$ cat config.mk
export PLATFORM = sky130hd
export DESIGN_NAME = nptf_cross
export DESIGN_NICKNAME = d
export VERILOG_FILES = /design/src/hdl/nptf_pkg.sv /design/src/hdl/nptf_cross.sv
export SDC_FILE = /design/constraint.sdc
export NUM_CORES = 2
export LEC_CHECK = 0
export BUFFER_PORTS_ARGS = -buffer_cell sky130_fd_sc_hd__buf_4
export CAP_MARGIN = 20
export CELL_PAD_IN_SITES_DETAIL_PLACEMENT = 1
export CELL_PAD_IN_SITES_GLOBAL_PLACEMENT = 2
export CORE_MARGIN = 4
export CORE_UTILIZATION = 43
export DETAILED_ROUTE_END_ITERATION = 16
export PLACE_DENSITY_LB_ADDON = 0.1
export SLEW_MARGIN = 20
export SYNTH_ARGS = -nofsm -noshare
export SYNTH_HDL_FRONTEND = slang
export SYNTH_SLANG_ARGS = --single-unit
$ cat constraint.sdc
create_clock -name i_clk -period 8.25 [get_ports i_clk]
set_input_delay 0.825 -clock i_clk [delete_from_list [all_inputs] [get_ports i_clk]]
set_output_delay 0.825 -clock i_clk [all_outputs]
set_load 0.01 [all_outputs]
$ cat src/hdl/nptf_pkg.sv
// ----------------------------------------------------------------------------
// nptf_pkg
// Shared types and sizing constants for the tangent-frame normal perturbation
// pipeline.
// ----------------------------------------------------------------------------
package nptf_pkg;

    // External component format: signed Q2.14
    localparam int COMP_W    = 16;
    localparam int FRAC_BITS = 14;

    // Vectors entering a normalise unit are sign extended to this width
    localparam int NV_W  = 34;
    localparam int MAG_W = NV_W - 1;      // magnitude of such a component
    localparam int POS_W = 6;             // MSB position of a magnitude
    localparam int SH_W  = 5;             // normalising shift amount
    localparam int NORM_TOP = 29;         // largest magnitude lands in [2^29, 2^30)
    localparam int NM_W  = NORM_TOP + 1;  // normalised magnitude
    localparam int SQR_W = 2 * NM_W;      // one square
    localparam int SQ_W  = SQR_W + 2;     // sum of three squares

    // Integer square root, one result bit per stage
    localparam int SQ_STEPS = SQ_W / 2;
    localparam int SQ_RW    = SQ_W + 1;
    localparam int LEN_W    = SQ_STEPS;   // root of the sum reaches 2^30 and above

    // Rounded divide, one quotient bit per stage
    localparam int DEN_W    = LEN_W + 1;
    localparam int Q_W      = FRAC_BITS + 1;
    localparam int DV_STEPS = Q_W;
    localparam int DV_W     = NM_W + FRAC_BITS + 2;

    // Products of two components
    localparam int PROD_W = 2 * COMP_W;

    // Up-vector choice: 100 * n.z against 99 * 2^FRAC_BITS
    localparam int UP_W   = COMP_W + 7;
    localparam int UP_MUL = 100;
    localparam int UP_THR = 99 * (1 << FRAC_BITS);

    typedef logic [2:0][COMP_W-1:0] t_vec;
    typedef logic [2:0][NV_W-1:0]   t_nvec;

    // Data that rides alongside a normalise unit
    typedef struct packed {
        t_vec n;
        t_vec p;
        t_vec pv;
        logic zero;
    } t_side;

    typedef struct packed {
        logic signed [COMP_W-1:0] normal_x;
        logic signed [COMP_W-1:0] normal_y;
        logic signed [COMP_W-1:0] normal_z;
        logic signed [COMP_W-1:0] pert_x;
        logic signed [COMP_W-1:0] pert_y;
        logic signed [COMP_W-1:0] pert_z;
    } t_in;

    typedef struct packed {
        logic signed [COMP_W-1:0] out_x;
        logic signed [COMP_W-1:0] out_y;
        logic signed [COMP_W-1:0] out_z;
        logic                     zero_length;
    } t_out;

endpackage

$ cat src/hdl/nptf_cross.sv
// ----------------------------------------------------------------------------
// nptf_cross
// Two-stage cross product b = n x pv: six products, then differences.
// ----------------------------------------------------------------------------
module nptf_cross
    import nptf_pkg::*;
(
    input  logic  i_clk,
    input  logic  i_rst_n,
    input  logic  i_en,
    input  logic  i_valid,
    input  t_side i_side,
    output logic  o_valid,
    output t_nvec o_vec,
    output t_side o_side
);

    logic signed [PROD_W-1:0] n_pr [6];
    logic signed [PROD_W-1:0] r_pr [6];
    logic                     r_v1, r_v2;
    t_side                    r_side1, r_side2;
    t_nvec                    n_b, r_b;

    always_comb begin
        n_pr[0] = $signed(i_side.n[1]) * $signed(i_side.pv[2]);
        n_pr[1] = $signed(i_side.n[2]) * $signed(i_side.pv[1]);
        n_pr[2] = $signed(i_side.n[2]) * $signed(i_side.pv[0]);
        n_pr[3] = $signed(i_side.n[0]) * $signed(i_side.pv[2]);
        n_pr[4] = $signed(i_side.n[0]) * $signed(i_side.pv[1]);
        n_pr[5] = $signed(i_side.n[1]) * $signed(i_side.pv[0]);
        for (int i = 0; i < 3; i++) begin
            n_b[i] = NV_W'(r_pr[2*i]) - NV_W'(r_pr[2*i+1]);
        end
    end

    always_ff @(posedge i_clk) begin
        if (!i_rst_n) begin
            r_v1 <= 1'b0;
            r_v2 <= 1'b0;
        end else if (i_en) begin
            r_v1 <= i_valid;
            r_v2 <= r_v1;
        end
        if (i_en) begin
            r_pr    <= n_pr;
            r_side1 <= i_side;
            r_b     <= n_b;
            r_side2 <= r_side1;
        end
    end

    assign o_valid = r_v2;
    assign o_vec   = r_b;
    assign o_side  = r_side2;

endmodule

Word level (Yosys, flattened, before mapping)
Cells that the tools add are included.
{ "classes": {"add_sub_neg": 3, "multipliers": 6} }
{ "op_table": {"columns": ["op", "n"], "rows": [
  ["multiplier 16 x 16 -> 32 bit", 6],
  ["subtractor 32 x 32 -> 33 bit", 3]
]} }
{ "totals": {"register_bits": 586, "inputBits": 149, "out_inout_bits": 248} }

Depth between registers and ports, before layout
{ "logic_depth": {"word_depth": 1, "mapped_depth": 24, "ltp_nobuf": 23} }

Least setup slack after synthesis
No wires, ideal clock.
{ "synth_path": {"path_kind": "input to register", "from": "input i_side[112] (netlist bit)", "to": "register r_pr[63] (netlist bit) (data pin)", "setup_ns": 0.260, "t_arrival_ns": 6.412, "required_time_ns": 7.990, "path_slack_ns": 1.578, "path_stages": 22, "path_buffers": 2, "cell_sequence": "clkbuf_1 nand2_1 inv_1 fa_1 fa_1 fa_1 fa_1 fa_1 inv_1 fa_1 inv_1 ha_1 clkbuf_1 a21o_1 a21o_1 a21o_1 a2111oi_0 o21bai_1 a221oi_1 o21bai_1 a21oi_1 xnor2_1"} }
{ "synth_lines": {"columns": ["item", "line_no", "rtl"], "rows": [
  ["start, declared", "nptf_cross.sv:12", "input t_side i_side,"],
  ["end signal, assigned", "nptf_cross.sv:45", "r_pr <= n_pr;"],
  ["end, declared", "nptf_cross.sv:19", "logic signed [PROD_W-1:0] r_pr [6];"]
]} }

==> run metrics <==
final hold slack=0.295 ns; Post-route DRC=0; met3 track demand over resource in global routing=0.0475; initial core utilization=0.432; Post-CTS Setup Repair Bufs=0; horizontal die dimension=443 um; root buf cell=sky130_fd_sc_hd__clkbuf_16; worst setup path class=input pin to flop; y dimension of the die=443 um; number of buffers added to fix hold violations after cts=0; DPL Wire Length=186 mm; Site Rows=159; Yosys reg bits=583; layout-stage area growth over the synthesis result=9.74%; most common library cell in the layout ignoring fill and taps=sky130_fd_sc_hd__inv_1; RSZ-0062 raised after global routing=no; met1 routing resource usage after global routing=0.315; clk buf depth=3; Filler cells=20,700; initial antenna violation count=26; Post-Place Worst Slack=0.553 ns; Tightest Hold Check Type=input pin to flop; number of enable flip-flop cells after synthesis=581; number of standard cells after synthesis=7,828; number of vias per cell=5.15; met2 global-route usage=0.431; Core Box Area=188,000 sq um; setup ws final=1.13 ns; maximum number of pins on one net before global-route repair=166; share of the clock period used by the worst path after layout=0.863; via count of the first global-routing pass=62,600; Mapped Nets=10,100; worst stage delay on the critical path=0.54 ns; worst slew margin relative to its limit=0.280; number of distinct library cells after synthesis=69; post-route minimum period=7.12 ns; total placed instance area=86,600 sq um; routed vias=54,600; number of clock sinks=583; CTS clock-pin slew for the worst setup and hold paths=0.06 ns; count of buffers inserted at the top-level ports=396; CP dominant cell by count=sky130_fd_sc_hd__fa_1; highest-delay cell along the critical path=sky130_fd_sc_hd__fa_1; total of max-cap violations=0; Resized Gates After CTS=0; TritonCTS clock tree=built; DIE AREA=196,000 sq um; Routed wire per std cell=22.5 um; Data arrival, critical path=7.56 ns; Netlist Area Pre-Place=81,200 sq um; global-route wire length before repair=372 mm; max-slew violation total from the final report=0; yosys warns=0; I/O Pins=397; status=finished, final reports clean; number of buffers created by CTS=75; cell-by-cell listing of the critical path=buf_4 -> nand2_1 -> fa_1 -> fa_1 -> fa_1 -> inv_1 -> fa_1 -> fa_1 -> inv_1 -> fa_1 -> inv_1 -> ha_1 -> a21oi_1 -> nand2_1 -> a31oi_1 -> o211ai_1 -> a31oi_1 -> a21oi_1 -> a41oi_1 -> buf_4 -> nor4bb_1 -> or3_1; Final Setup Violations=0; required time of the worst setup path=8.69 ns; routability congestion estimate=0.846; Global Route Usage Sum=0.250; post-synthesis sequential area ratio=0.215; wirelength, routed=239 mm; design area=89,100 sq um; critical path capture point type=flop; Post-layout nets=10,400; most crowded layer after global routing=met2; router iterations before antenna repair=5; Post-Route Skew=0.0327 ns; Largest delay share family, worst path=adder cells; H-tree depth reported by CTS=3; final antenna-violating net count=0; share of final-layout standard cells stronger than drive strength 1=0.0719; type of element launching the critical path=input pin; Buffers & Inverters on Critical Path=5; share of synthesized flip-flops with an asynchronous set or reset=0; number of DRC violations after detailed-routing iteration 0=2,747; insertion delay to the later sink of the worst-skew pair=0.72 ns; average size of a mapped cell=10.4 sq um; maximum fanout encountered on the critical timing path=33; Most used DFF post-synth=sky130_fd_sc_hd__edfxtp_1; Total Negative Setup Slacks=0 ns; Fmax=140 MHz; leading cell types in the layout, fill and taps excluded=1,826 x sky130_fd_sc_hd__inv_1, 1,575 x sky130_fd_sc_hd__fa_1, 814 x sky130_fd_sc_hd__nand2_1, 742 x sky130_fd_sc_hd__and2_1, 588 x sky130_fd_sc_hd__ha_1; Worst-Margin Slew=1.08 ns; final count of hold timing violations=0; remaining global-route overflow=0
sequential cells by signal (all words and copies together) (netlist names):
register	count
r_pr	192
r_v1	1
o_valid	1
r_side1	145
o_side	145
o_vec	99
layout make-up:
type                       instances  area, sq um  share of cell area
antenna                            5         12.5            0.000140
clock buffer                      86         1930              0.0216
clock inverter                    50          603             0.00677
inverter                        1827         6860              0.0770
multi-input combinational       5122        55700               0.625
sequential                       583        17500               0.196
tap                             2495         3120              0.0350
timing repair buffer             442         3360              0.0377
synthesized netlist by cell type, types with 57 or more instances:
cell type / count / area share
sky130_fd_sc_hd__nand2b_1: 57 / 0.0044
sky130_fd_sc_hd__and2_1: 742 / 0.057
sky130_fd_sc_hd__a21o_1: 87 / 0.0080
sky130_fd_sc_hd__xnor2_1: 219 / 0.024
sky130_fd_sc_hd__a21oi_1: 209 / 0.013
sky130_fd_sc_hd__xor2_1: 60 / 0.0065
sky130_fd_sc_hd__o21ai_0: 94 / 0.0058
sky130_fd_sc_hd__nand2_1: 814 / 0.038
sky130_fd_sc_hd__nor2_1: 196 / 0.0091
sky130_fd_sc_hd__ha_1: 588 / 0.091
sky130_fd_sc_hd__inv_1: 1826 / 0.084
sky130_fd_sc_hd__edfxtp_1: 581 / 0.21
sky130_fd_sc_hd__fa_1: 1575 / 0.39
sky130_fd_sc_hd__clkbuf_1: 291 / 0.013
metal layers:
layer	up-vias	routed length, um
li1	24300	-
met1	29000	97800
met2	1094	119000
met3	288	13500
met4	4	8850
met5	-	58
worst reg2reg max path: stages (launching register included):
cell and delay, ns:
sky130_fd_sc_hd__edfxtp_1 0.60, sky130_fd_sc_hd__inv_1 0.11, sky130_fd_sc_hd__ha_1 0.37, sky130_fd_sc_hd__nor2b_1 0.17, sky130_fd_sc_hd__o31ai_1 0.38, sky130_fd_sc_hd__a21oi_1 0.22
sky130_fd_sc_hd__a311oi_1 0.76, sky130_fd_sc_hd__a21oi_1 0.55, sky130_fd_sc_hd__o2111ai_1 0.42, sky130_fd_sc_hd__nand2_1 0.13, sky130_fd_sc_hd__a21oi_1 0.21, sky130_fd_sc_hd__xnor2_1 0.13
per-stage QoR:
stage | utilization | std cells
global placement | 0.461 | 10500
floorplan | - | 7828
finish | 0.474 | 10600
global route | 0.474 | 10600
detailed placement | 0.461 | 10500
CTS | 0.474 | 10600
cells by family after synthesis:
group | share of synthesized area
compound gates | 0.0526
simple gates | 0.124
buf+inv | 0.0983
flops | 0.215
xor+xnor | 0.0301
fa+ha+maj | 0.479
mux | 0.000740
worst paths after layout:
| path | slack, ns | depth (start not counted) | endpoint | start |
|---|---|---|---|---|
| hold / removal | 0.30 | 1 | r_side1[69] | i_side[69] |
| setup reg to reg | 3.93 | 11 | o_vec[30] | r_pr[130] |
| hold reg to reg | 0.41 | 0 | o_side[89] | r_side1[89] |
| setup / recovery | 1.13 | 22 | r_pr[28] | i_side[3] |
Power is left out: the tool's default activity adds up to more than one toggle a clock period on the data nets, which glitch-free logic cannot reach.
